`src/mtcm_pkg.sv`:
```
package mtcm_pkg;

   // request opcodes
   localparam logic OP_ADD    = 1'b0;
   localparam logic OP_LOOKUP = 1'b1;

   // response status codes
   localparam logic [2:0] ST_ADDED   = 3'd0;
   localparam logic [2:0] ST_PRESENT = 3'd1;
   localparam logic [2:0] ST_ZERO    = 3'd2;
   localparam logic [2:0] ST_FULL    = 3'd3;
   localparam logic [2:0] ST_FOUND   = 3'd4;
   localparam logic [2:0] ST_EMPTY   = 3'd5;

   localparam int unsigned SIZE_W  = 16;
   localparam int unsigned INDEX_W = 6;

   typedef struct packed {
      logic              op;
      logic [SIZE_W-1:0] req_width;
      logic [SIZE_W-1:0] req_height;
   } req_type;

   typedef struct packed {
      logic [2:0]         status;
      logic [INDEX_W-1:0] mode_index;
      logic [SIZE_W-1:0]  out_width;
      logic [SIZE_W-1:0]  out_height;
   } rsp_type;

   typedef enum logic [1:0] {
      STATE_IDLE,
      STATE_SCAN,
      STATE_FINISH
   } state_type;

   // controller to datapath
   typedef struct packed {
      logic load_req;
      logic scan;
      logic load_rsp;
   } cmd_type;

   // datapath to controller
   typedef struct packed {
      logic quick;
      logic scan_done;
      logic rsp_busy;
   } sts_type;

endpackage

```
`src/mtcm_ram.sv`:
```
module mtcm_ram #(
   parameter int unsigned WIDTH = 32,
   parameter int unsigned DEPTH = 64
) (
   input  logic                     clock,
   input  logic                     wr_en,
   input  logic [$clog2(DEPTH)-1:0] wr_addr,
   input  logic [WIDTH-1:0]         wr_data,
   input  logic                     rd_en,
   input  logic [$clog2(DEPTH)-1:0] rd_addr,
   output logic [WIDTH-1:0]         rd_data
);

   logic [WIDTH-1:0] mem_ff [DEPTH];
   logic [WIDTH-1:0] rd_data_ff;

   always_ff @(posedge clock) begin
      if (wr_en) begin
         mem_ff[wr_addr] <= wr_data;
      end
      if (rd_en) begin
         rd_data_ff <= mem_ff[rd_addr];
      end
   end

   assign rd_data = rd_data_ff;

endmodule

```
`src/mtcm_ctrl.sv`:
```
module mtcm_ctrl (
   input  logic             clock,
   input  logic             reset,
   input  logic             req_valid,
   output logic             req_ready,
   input  mtcm_pkg::sts_type sts,
   output mtcm_pkg::cmd_type cmd
);

   import mtcm_pkg::*;

   state_type state_ff;
   state_type state_in;

   always_ff @(posedge clock) begin
      if (reset) begin
         state_ff <= STATE_IDLE;
      end else begin
         state_ff <= state_in;
      end
   end

   always_comb begin
      state_in  = state_ff;
      req_ready = 1'b0;
      cmd       = '0;
      case (state_ff)
         STATE_IDLE: begin
            req_ready = 1'b1;
            if (req_valid) begin
               cmd.load_req = 1'b1;
               state_in     = sts.quick ? STATE_FINISH : STATE_SCAN;
            end
         end
         STATE_SCAN: begin
            cmd.scan = 1'b1;
            if (sts.scan_done) begin
               state_in = STATE_FINISH;
            end
         end
         STATE_FINISH: begin
            if (!sts.rsp_busy) begin
               cmd.load_rsp = 1'b1;
               state_in     = STATE_IDLE;
            end
         end
         default: begin
            state_in = STATE_IDLE;
         end
      endcase
   end

endmodule

```
`src/mtcm_dp.sv`:
```
module mtcm_dp #(
   parameter int unsigned MAX_MODES = 64
) (
   input  logic              clock,
   input  logic              reset,
   input  mtcm_pkg::req_type req_data,
   output mtcm_pkg::rsp_type rsp_data,
   output logic              rsp_valid,
   input  logic              rsp_ready,
   input  mtcm_pkg::cmd_type cmd,
   output mtcm_pkg::sts_type sts
);

   import mtcm_pkg::*;

   localparam int unsigned AW = $clog2(MAX_MODES);
   localparam int unsigned CW = $clog2(MAX_MODES + 1);
   localparam logic [CW-1:0] COUNT_MAX = CW'(MAX_MODES);

   req_type            req_ff;
   logic [CW-1:0]      count_ff, count_in;
   logic [CW-1:0]      issue_ff, issue_in;
   logic               rd_valid_ff, rd_valid_in;
   logic [AW-1:0]      rd_idx_ff, rd_idx_in;
   logic               hit_ff, hit_in;
   logic [AW-1:0]      best_idx_ff, best_idx_in;
   logic [SIZE_W-1:0]  best_w_ff, best_w_in;
   logic [SIZE_W-1:0]  best_h_ff, best_h_in;
   logic [SIZE_W-1:0]  best_gap_ff, best_gap_in;
   logic               rsp_valid_ff, rsp_valid_in;
   rsp_type            rsp_ff, rsp_in;

   logic                issuing;
   logic                ram_wr_en;
   logic [2*SIZE_W-1:0] ram_rd_data;
   logic [SIZE_W-1:0]   rd_w, rd_h, gap;
   logic                same_w, exact;
   logic                zero_size;

   assign zero_size = (req_ff.req_width == '0) || (req_ff.req_height == '0);
   assign issuing   = cmd.scan && !hit_ff && (issue_ff < count_ff);

   assign rd_w   = ram_rd_data[2*SIZE_W-1:SIZE_W];
   assign rd_h   = ram_rd_data[SIZE_W-1:0];
   assign same_w = (rd_w == req_ff.req_width);
   assign exact  = same_w && (rd_h == req_ff.req_height);
   assign gap    = (rd_h >= req_ff.req_height) ? (rd_h - req_ff.req_height)
                                               : (req_ff.req_height - rd_h);

   mtcm_ram #(
      .WIDTH (2 * SIZE_W),
      .DEPTH (MAX_MODES)
   ) u_table (
      .clock   (clock),
      .wr_en   (ram_wr_en),
      .wr_addr (count_ff[AW-1:0]),
      .wr_data ({req_ff.req_width, req_ff.req_height}),
      .rd_en   (issuing),
      .rd_addr (issue_ff[AW-1:0]),
      .rd_data (ram_rd_data)
   );

   // scan: one read per cycle, compare on the registered read data
   always_comb begin
      issue_in    = issue_ff;
      rd_valid_in = issuing;
      rd_idx_in   = issuing ? issue_ff[AW-1:0] : rd_idx_ff;
      hit_in      = hit_ff;
      best_idx_in = best_idx_ff;
      best_w_in   = best_w_ff;
      best_h_in   = best_h_ff;
      best_gap_in = best_gap_ff;
      if (cmd.load_req) begin
         issue_in = '0;
         hit_in   = 1'b0;
      end else if (cmd.scan) begin
         if (issuing) begin
            issue_in = issue_ff + 1'b1;
         end
         if (rd_valid_ff && !hit_ff) begin
            if (exact) begin
               hit_in      = 1'b1;
               best_idx_in = rd_idx_ff;
               best_w_in   = rd_w;
               best_h_in   = rd_h;
               best_gap_in = gap;
            end else if ((rd_idx_ff == '0) || (same_w && (gap < best_gap_ff))) begin
               // entry 0 is the starting candidate whatever its width
               best_idx_in = rd_idx_ff;
               best_w_in   = rd_w;
               best_h_in   = rd_h;
               best_gap_in = gap;
            end
         end
      end
   end

   // result formation and table append
   always_comb begin
      rsp_in    = rsp_ff;
      count_in  = count_ff;
      ram_wr_en = 1'b0;
      if (cmd.load_rsp) begin
         rsp_in = '0;
         if (req_ff.op == OP_ADD) begin
            if (zero_size) begin
               rsp_in.status = ST_ZERO;
            end else if (hit_ff) begin
               rsp_in.status = ST_PRESENT;
            end else if (count_ff >= COUNT_MAX) begin
               rsp_in.status = ST_FULL;
            end else begin
               rsp_in.status = ST_ADDED;
               ram_wr_en     = 1'b1;
               count_in      = count_ff + 1'b1;
            end
         end else if (count_ff == '0) begin
            rsp_in.status     = ST_EMPTY;
            rsp_in.out_width  = req_ff.req_width;
            rsp_in.out_height = req_ff.req_height;
         end else begin
            rsp_in.status     = ST_FOUND;
            rsp_in.mode_index = INDEX_W'(best_idx_ff);
            rsp_in.out_width  = best_w_ff;
            rsp_in.out_height = best_h_ff;
         end
      end
      rsp_valid_in = cmd.load_rsp || (rsp_valid_ff && !rsp_ready);
   end

   always_ff @(posedge clock) begin
      if (reset) begin
         count_ff     <= '0;
         issue_ff     <= '0;
         rd_valid_ff  <= 1'b0;
         hit_ff       <= 1'b0;
         rsp_valid_ff <= 1'b0;
      end else begin
         count_ff     <= count_in;
         issue_ff     <= issue_in;
         rd_valid_ff  <= rd_valid_in;
         hit_ff       <= hit_in;
         rsp_valid_ff <= rsp_valid_in;
      end
   end

   always_ff @(posedge clock) begin
      if (cmd.load_req) begin
         req_ff <= req_data;
      end
      rd_idx_ff   <= rd_idx_in;
      best_idx_ff <= best_idx_in;
      best_w_ff   <= best_w_in;
      best_h_ff   <= best_h_in;
      best_gap_ff <= best_gap_in;
      rsp_ff      <= rsp_in;
   end

   assign sts.quick = ((req_data.op == OP_ADD) &&
                       ((req_data.req_width == '0) || (req_data.req_height == '0))) ||
                      ((req_data.op == OP_LOOKUP) && (count_ff == '0));
   assign sts.scan_done = hit_ff || ((issue_ff >= count_ff) && !rd_valid_ff);
   assign sts.rsp_busy  = rsp_valid_ff && !rsp_ready;

   assign rsp_valid = rsp_valid_ff;
   assign rsp_data  = rsp_ff;

`ifndef SYNTHESIS
   a_count_bound: assert property (@(posedge clock) disable iff (reset)
      count_ff <= COUNT_MAX)
      else $error("mode count beyond table depth");

   a_read_in_range: assert property (@(posedge clock) disable iff (reset)
      rd_valid_ff |-> (CW'(rd_idx_ff) < count_ff))
      else $error("scan read beyond stored entries");

   a_found_nonempty: assert property (@(posedge clock) disable iff (reset)
      (rsp_valid_ff && (rsp_ff.status == ST_FOUND)) |-> (count_ff != '0))
      else $error("lookup found on empty table");

   a_add_zero_fields: assert property (@(posedge clock) disable iff (reset)
      (rsp_valid_ff && ((rsp_ff.status == ST_ADDED) || (rsp_ff.status == ST_PRESENT) ||
                        (rsp_ff.status == ST_ZERO) || (rsp_ff.status == ST_FULL)))
      |-> ((rsp_ff.mode_index == '0) && (rsp_ff.out_width == '0) &&
           (rsp_ff.out_height == '0)))
      else $error("add response carries nonzero fields");

   a_append_grows: assert property (@(posedge clock) disable iff (reset)
      ram_wr_en |=> (count_ff == $past(count_ff) + 1'b1))
      else $error("append did not advance count");
`endif

endmodule

```
`src/mode_table_closest_match_core.sv`:
```
// Mode table with closest-match lookup. An add request (op 0) stores a width/height pair:
// a zero width or height is rejected, a pair already stored is reported as present, and a
// new pair is refused once MAX_MODES entries are held. A lookup (op 1) walks the table in
// order, stops at the first exact match, and otherwise returns the entry with the smallest
// height difference among entries of the requested width, starting from entry 0 whatever
// its width; ties keep the earlier entry. An empty table returns status empty with the
// requested size echoed. One request is in flight at a time. A request that walks the table
// reads the stored entries one per cycle through the single read port of the table RAM,
// ending early on an exact match, and its response is registered once the walk is done.
// A zero-size add or a lookup on an empty table skips the walk. The next request is taken
// while a finished response still waits on rsp_ready. The table needs no clearing after
// reset: only entries below the fill count are ever read.
module mode_table_closest_match_core #(
   parameter int unsigned MAX_MODES = 64
) (
   input  logic              clock,
   input  logic              reset,
   // request channel
   input  logic              req_valid,
   output logic              req_ready,
   input  mtcm_pkg::req_type req_data,
   // response channel
   output logic              rsp_valid,
   input  logic              rsp_ready,
   output mtcm_pkg::rsp_type rsp_data
);

   import mtcm_pkg::*;

   // command and status between sequencer and datapath
   cmd_type cmd;
   sts_type sts;

   // sequencer: idle, table walk, response hand-off
   mtcm_ctrl u_ctrl (
      .clock     (clock),
      .reset     (reset),
      .req_valid (req_valid),
      .req_ready (req_ready),
      .sts       (sts),
      .cmd       (cmd)
   );

   // table RAM, fill count, compare stage and response register
   mtcm_dp #(
      .MAX_MODES (MAX_MODES)
   ) u_dp (
      .clock     (clock),
      .reset     (reset),
      .req_data  (req_data),
      .rsp_data  (rsp_data),
      .rsp_valid (rsp_valid),
      .rsp_ready (rsp_ready),
      .cmd       (cmd),
      .sts       (sts)
   );

endmodule

```
`config.mk`:
```
export PLATFORM = sky130hd
export DESIGN_NAME = mode_table_closest_match_core
export DESIGN_NICKNAME = d
export VERILOG_FILES = /design/src/mtcm_pkg.sv /design/src/mtcm_ram.sv /design/src/mtcm_ctrl.sv /design/src/mtcm_dp.sv /design/src/mode_table_closest_match_core.sv
export SDC_FILE = /design/constraint.sdc
export NUM_CORES = 2
export LEC_CHECK = 0
export BUFFER_PORTS_ARGS = -buffer_cell sky130_fd_sc_hd__buf_2
export CAP_MARGIN = 10
export CORE_ASPECT_RATIO = 1.75
export CORE_MARGIN = 5
export CORE_UTILIZATION = 23
export CTS_CLUSTER_DIAMETER = 200
export CTS_CLUSTER_SIZE = 24
export DETAILED_ROUTE_END_ITERATION = 6
export GPL_ROUTABILITY_DRIVEN = 0
export PLACE_DENSITY = 0.42
export SKIP_CTS_REPAIR_TIMING = 1
export SYNTH_ARGS = -nofsm -noshare
export SYNTH_HDL_FRONTEND = slang
export SYNTH_SLANG_ARGS = --single-unit
export TNS_END_PERCENT = 20
```
`constraint.sdc`:
```
create_clock -name clock -period 13.65 [get_ports clock]
set_clock_uncertainty 0.05 [all_clocks]
set_input_delay 0.6825 -clock clock [delete_from_list [all_inputs] [get_ports clock]]
set_output_delay 0.6825 -clock clock [all_outputs]
set_load 0.1 [all_outputs]
```
Word level (Yosys, flattened, before mapping)
Memories as Yosys holds them, arrays and structs flattened. A register that Yosys moved wholly into a read port is not among the register bits.
Cells that the tools add are included.
{ "totals": {"register_bits": 153, "in_bits": 37, "elab_cells": 107, "mem_bits_rw": 2048, "output_inout_bits": 43, "memories": 1} }
{ "op_classes": {"n_bitwise": 6, "n_lt_le_gt_ge": 5, "eq_ne": 7, "n_mux": 33, "addsub": 4, "n_reduce_logical": 33} }
{ "mem_list": {"columns": ["name", "depth", "word_bits", "read_ports", "rd_clocked_by_memory_dff", "wr", "line_no", "text"], "rows": [
  ["u_dp.u_table.mem_ff", 64, 32, 1, 1, 1, "mtcm_ram.sv:14", "logic [WIDTH-1:0] mem_ff [DEPTH];"]
]} }
{ "ops": {"columns": ["op", "count"], "rows": [
  ["2-to-1 mux 16 bit", 7],
  ["zero test 16 bit", 4],
  ["== test 16 bit", 2],
  ["2-to-1 mux 32 bit", 1],
  ["subtractor 16 bit", 2],
  ["greater-or-equal comparator 16 bit", 1],
  ["less-than comparator 16 bit", 1],
  ["adder 7 x 1 -> 7 bit, second input constant", 2],
  ["2-to-1 mux 1 bit", 14],
  ["2-to-1 mux 6 bit", 2],
  ["2-to-1 mux 2 bit", 5],
  ["logical AND 1 bit", 9],
  ["2-to-1 mux 3 bit", 3],
  ["greater-or-equal comparator 7 bit", 1],
  ["greater-or-equal comparator 7 bit, second input constant", 1],
  ["zero test 7 bit", 1],
  ["less-than comparator 7 bit", 1],
  ["zero test 6 bit", 1],
  ["logical OR 1 bit", 6],
  ["!= test 2 bit, second input constant", 3],
  ["NOT 1 bit", 6],
  ["one-hot mux 2 bit (3 select lines)", 1],
  ["AND reduction 3 bit", 2],
  ["AND reduction 5 bit", 1],
  ["other kinds (8)", 11]
]} }

Logic depth before layout (Yosys ltp)
{ "logic_depth": {"ltp_word": 8, "ltp_mapped": 19, "mapped_depth_nobuf": 18} }

By module
From an unflattened synthesis, not the netlist that was laid out.
{ "hier_totals": {"cells_unflattened": 4038, "area_unflattened_um2": 86922.1} }
{ "modules_own_cells": {"columns": ["module", "n_inst", "cells_per_inst", "seq_area_each_um2", "area_each_um2"], "rows": [
  ["mtcm_ram", 1, 3324, 62459.9, 78835.6],
  ["mtcm_dp", 1, 701, 4364.2, 7966.4],
  ["mtcm_ctrl", 1, 13, 40.0, 120.1]
]} }

Worst setup path after synthesis
OpenSTA, ideal clock, no wires.
{ "synth_timing": {"path_kind": "reg2reg", "from": "register u_dp.req_ff[0] (netlist bit)", "to": "register u_dp.best_gap_ff[0], enable pin", "arrival_ps": 7989, "setup_ps": 540, "period_less_slack_ps": 8579, "path_buffers": 1, "path_slack_ps": 5071, "path_stages_with_launch": 19, "required_ps": 13060, "path_cell_list": "edfxtp_1 -> ha_1 -> inv_1 -> fa_1 -> a211oi_1 -> o211ai_1 -> nand3_1 -> nand3_2 -> buf_2 -> mux2i_1 -> xor2_1 -> ha_1 -> a21o_1 -> a21o_1 -> a21oi_1 -> a21oi_1 -> o31ai_1 -> a211oi_1 -> o21ai_0"} }
{ "synth_via": {"elab_chain_len": 7, "word_cells_on_any_way": 11, "cone_classes": "add/sub (2); order compare (2); eq/ne (1); mux (1); reduce/logical (5)"} }
{ "synth_rtl": {"columns": ["item", "line_no", "text"], "rows": [
  ["from (decl)", "mtcm_dp.sv:20", "req_type req_ff;"],
  ["from (signal assigned)", "mtcm_dp.sv:149", "req_ff <= req_data;"],
  ["subtractor 16 bit (tied with other cells)", "mtcm_dp.sv:48", ": (req_ff.req_height - rd_h);"],
  ["2-to-1 mux 16 bit *", "mtcm_dp.sv:47", "assign gap = (rd_h >= req_ff.req_height) ? (rd_h - req_ff.req_height)"],
  ["via u_dp.gap[4]", "mtcm_dp.sv:36", "logic [SIZE_W-1:0] rd_w, rd_h, gap;"],
  ["less-than comparator 16 bit *", "mtcm_dp.sv:87", "end else if ((rd_idx_ff == '0) || (same_w && (gap < best_gap_ff))) begin"],
  ["logical AND 1 bit *", "mtcm_dp.sv:87", null],
  ["logical OR 1 bit *", "mtcm_dp.sv:87", null],
  ["nonzero test 2 bit (no source line) *", null, null],
  ["AND reduction 4 bit (no source line) *", null, null],
  ["to (signal assigned)", "mtcm_dp.sv:155", "best_gap_ff <= best_gap_in;"],
  ["to (decl)", "mtcm_dp.sv:29", "logic [SIZE_W-1:0] best_gap_ff, best_gap_in;"]
]} }
Mark *: on every way through the listed nets, which the timed path passes. The rest lies on a longest branch.
A chain may end at the register's enable or synchronous reset.

Worst setup path after layout
{ "layout_timing": {"from": "register u_dp.req_ff[1] (netlist bit)", "to": "register u_dp.best_h_ff[5], enable pin"} }
{ "layout_via": {"elab_chain_len": 7, "word_cells_on_any_way": 11, "cone_classes": "add/sub (2); order compare (2); eq/ne (1); mux (1); reduce/logical (5)"} }
{ "layout_rtl": {"columns": ["item", "line_no", "text"], "rows": [
  ["subtractor 16 bit (tied with other cells)", "mtcm_dp.sv:48", null],
  ["2-to-1 mux 16 bit *", "mtcm_dp.sv:47", null],
  ["via u_dp.gap[5]", "mtcm_dp.sv:36", null],
  ["less-than comparator 16 bit *", "mtcm_dp.sv:87", null],
  ["logical AND 1 bit *", "mtcm_dp.sv:87", null],
  ["logical OR 1 bit *", "mtcm_dp.sv:87", null],
  ["nonzero test 2 bit (no source line) *", null, null],
  ["AND reduction 4 bit (no source line) *", null, null],
  ["to (signal assigned)", "mtcm_dp.sv:154", "best_h_ff <= best_h_in;"],
  ["to (decl)", "mtcm_dp.sv:28", "logic [SIZE_W-1:0] best_h_ff, best_h_in;"]
]} }
Marks and branches as above.

==> results.md <==
* DR WL/cell at 30.3 um
* Pin count of the biggest net entering global routing at 100
* Commonest non-fill, non-tap cells in the layout: 2214 x edfxtp_1, 668 x mux4_2, 137 x buf_4, 105 x clkbuf_16, 93 x nand2_1
* Min Clock Period, post-route at about 6.7 ns
* Fin crit share at 0.489
* Filler instances at ~38000
* Share of cells above drive strength 1 at 0.277
* Layout Nets at 3966
* Die area at 390000 um^2
* Maximum VDD drop at 0.0000952 V
* Syn_nets at 3821
* CTS tree: done
* Worst Setup Start Kind: register
* CP required at 14.01 ns
* Max Root-Sink Buffers at 3
* Skew-Pair Late Insertion Delay at approximately 0.8 ns
* Hold Crit Class: primary input to register
* Area Overhead vs Synth at 11.7%
* DRT Wirelength at 268000 um
* Synthesized instance count at 3726
* Commonest non-fill, non-tap cell in the layout: edfxtp_1
* Leakage Power at 0.0278 uW
* Htree depth at 3
* IO Port Bufs at 79
* Starting Density at 0.231
* Number of global-route vias before repair at 42152
* Tightest Pin Transition at 1.17 ns
* Slew margin rel. at 0.215
* Critical path class: register to register
* Setup TNS at 0 ns
* Post-synth EDFFs at roughly 2200
* Worst Setup End Kind: register
* Final-report hold violation count at 0
* Die Wd at 474 um
* Synth Cell Area at 86700 um^2
* Slew Viols, Final at 0
* Router iterations before antenna repair at 7
* Initial drt markers at 3719
* Clock Pin Slew Worst Setup and Hold Paths at 0.10 ns
* Critical path peak fanout at 69
* Final setup viols at 0
* Dpl hpwl at 157000 um
* Core area at 376000 um^2
* Power Dens Cells at ~120 nW/um^2
* Post-synthesis cell type count at 60
* YS warnings at 0
* Initial antenna violation count at 22
* Crit-path cells: buf_4 -> inv_1 -> fa_1 -> a211oi_1 -> o211ai_1 -> nand3_1 -> nand3_2 -> mux2i_1 -> xnor2_1 -> ha_1 -> a21o_1 -> a21o_1 -> a21oi_1 -> a21oi_1 -> o31ai_1 -> a211oi_1 -> o21ai_4 -> buf_4
* DRC Markers at 0
* DR vias/cell at 4.47
* Crit path largest cell delay at between 0.6 and 0.7 ns
* First-pass GRT wire length at 367000 um
* FFs w/ async S/R, synth at 0
* Synth Flop Type: edfxtp_1
* Vias post-DR at 39588
* FF+latch count, synth at 2233
* Die span in y at 822 um
* Gr usage total at 0.135
* R2r startpoint: u_dp.req_ff[1]$_DFFE_PP_
* Antenna viol nets, final at 0
* Sequential share of the synthesized area at 0.771
* CTS buffer count at 103
* Row cnt at 298
* Critical Path Source: u_dp.req_ff[1]$_DFFE_PP_
* Critical path arrival at between 7 and 8 ns
* Critical path's slowest cell: o21ai_4
* Root buf cell: clkbuf_16
* Congestion Overflow GR at 0
* Clk sinks at 2233
* Fin util at 0.258
* Hold_sp: req_data[19]
* Total I/O pin count at 80
* Max-cap viol count at 0
* RSZ-0062 raised after global routing: no
* Fmax at 150 MHz
* R2r setup slk at 6.98 ns
* Avg Cell Area, Syn at 23.3 um^2
* Outcome: complete, no violations
[through the flow]
stage / total power, uW / hold slack (ns) / setup WS, ns / area [um^2] / cells
after floorplan: 8010 / 0.374 / 5.07 / 86700 / 3726
after global placement: 8200 / 0.398 / 6.80 / 94100 / 8716
after detailed placement: 8210 / 0.392 / 6.91 / 94100 / 8716
after CTS: 11700 / 0.000440 / 6.89 / 96800 / 8845
after global routing: 12000 / 0.0442 / 6.53 / 96800 / 8846
final: 11600 / 0.0892 / 6.98 / 96800 / 8848
[worst max-delay path, delay by kind of cell (launching register included)]
kind | cells | cell delay (ns)
adder cells (fa/ha/maj) | 2 | 0.78
buffers and inverters | 3 | 1.34
multiplexers | 1 | 0.40
AND/OR/NAND/NOR | 2 | 0.68
flip-flops | 1 | 0.33
XOR/XNOR | 1 | 0.20
AO/OA/AOI/OAI | 9 | 2.43
[logic make-up after synthesis]
logic type | count (synthesis) | share of synthesized area
flops | 2233 | 0.771
mux | 681 | 0.175
simple gates | 317 | 0.0168
buf+inv | 247 | 0.0127
compound gates | 150 | 0.0116
fa+ha+maj | 58 | 0.00854
xor+xnor | 40 | 0.00404
[synthesized netlist by cell type, types with 3 or more instances]
| library cell | count | area share |
|---|---|---|
| nand4_1 | 17 | 0.0012 |
| a21o_1 | 18 | 0.0016 |
| a2111oi_0 | 3 | 0.00030 |
| o211ai_1 | 3 | 0.00026 |
| a21oi_1 | 42 | 0.0024 |
| inv_1 | 63 | 0.0027 |
| o21ai_0 | 20 | 0.0012 |
| ha_1 | 56 | 0.0081 |
| xnor2_1 | 28 | 0.0028 |
| nand2_1 | 93 | 0.0040 |
| o221ai_1 | 3 | 0.00030 |
| and2_1 | 6 | 0.00043 |
| nor2_1 | 110 | 0.0048 |
| clkinv_1 | 4 | 0.00017 |
| a21boi_0 | 33 | 0.0029 |
| and3_1 | 13 | 0.00094 |
| mux4_2 | 668 | 0.17 |
| nor2b_1 | 6 | 0.00043 |
| a211oi_1 | 4 | 0.00035 |
| buf_2 | 19 | 0.0011 |
| o21a_1 | 3 | 0.00026 |
| mux2i_1 | 11 | 0.0013 |
| clkbuf_1 | 115 | 0.0050 |
| dfxtp_1 | 19 | 0.0044 |
| nand2b_1 | 5 | 0.00036 |
| nor4_1 | 19 | 0.0014 |
| nor3_1 | 9 | 0.00052 |
| buf_6 | 13 | 0.0017 |
| edfxtp_1 | 2214 | 0.77 |
| buf_4 | 13 | 0.0011 |
| or2_2 | 5 | 0.00036 |
| xor2_1 | 12 | 0.0012 |
| buf_1 | 20 | 0.00087 |
| nand3_1 | 25 | 0.0014 |
[where the power goes]
part,switching [uW],internal [uW]
clock network,2140,1400
registers,14.0,7590
logic,350,88.2
total,2510,9090
[final timing paths]
| check | cells past startpoint | endpoint |
|---|---|---|
| min | 1 | u_dp.req_ff[19]$_DFFE_PP_ |
| max | 18 | u_dp.best_h_ff[5]$_DFFE_PP_ |
| min reg2reg | 0 | u_dp.best_idx_ff[5]$_DFFE_PP_ |
| max reg2reg | 18 | u_dp.best_h_ff[5]$_DFFE_PP_ |
[final cells by class]
| type | instances | area, um^2 | share of cell area |
|---|---|---|---|
| multi-input combinational | 1246 | 19300 | 0.199 |
| antenna | 3 | 7.51 | 0.0000775 |
| clock buffer | 128 | 2710 | 0.0280 |
| tap | 4950 | 6190 | 0.0640 |
| clock inverter | 1 | 30.0 | 0.000310 |
| sequential | 2233 | 66900 | 0.691 |
| timing repair buffer | 220 | 1500 | 0.0155 |
| inverter | 67 | 259 | 0.00267 |
[flip-flops by register name, indices dropped and copies added (netlist names)]
signal	cells
u_dp.hit_ff	1
u_dp.rd_valid_ff	1
u_dp.rsp_data	41
u_dp.rsp_valid	1
u_dp.best_w_ff	16
u_dp.best_gap_ff	16
u_dp.count_ff	7
u_dp.best_idx_ff	6
u_dp.req_ff	33
u_dp.rd_idx_ff	6
u_dp.u_table.mem_ff	2048
u_dp.issue_ff	7
u_ctrl.state_ff	2
u_dp.u_table.rd_data	32
u_dp.best_h_ff	16
[per-layer routing]
layer | part of all wire | track usage | up-vias
met5 | 0 | 0 | -
met4 | 0.021 | 0.0290 | 0
met3 | 0.034 | 0.0116 | 218
met2 | 0.53 | 0.246 | 959
met1 | 0.42 | 0.174 | 22474
li1 | - | - | 15937
Power figures use the tool's default switching activity.
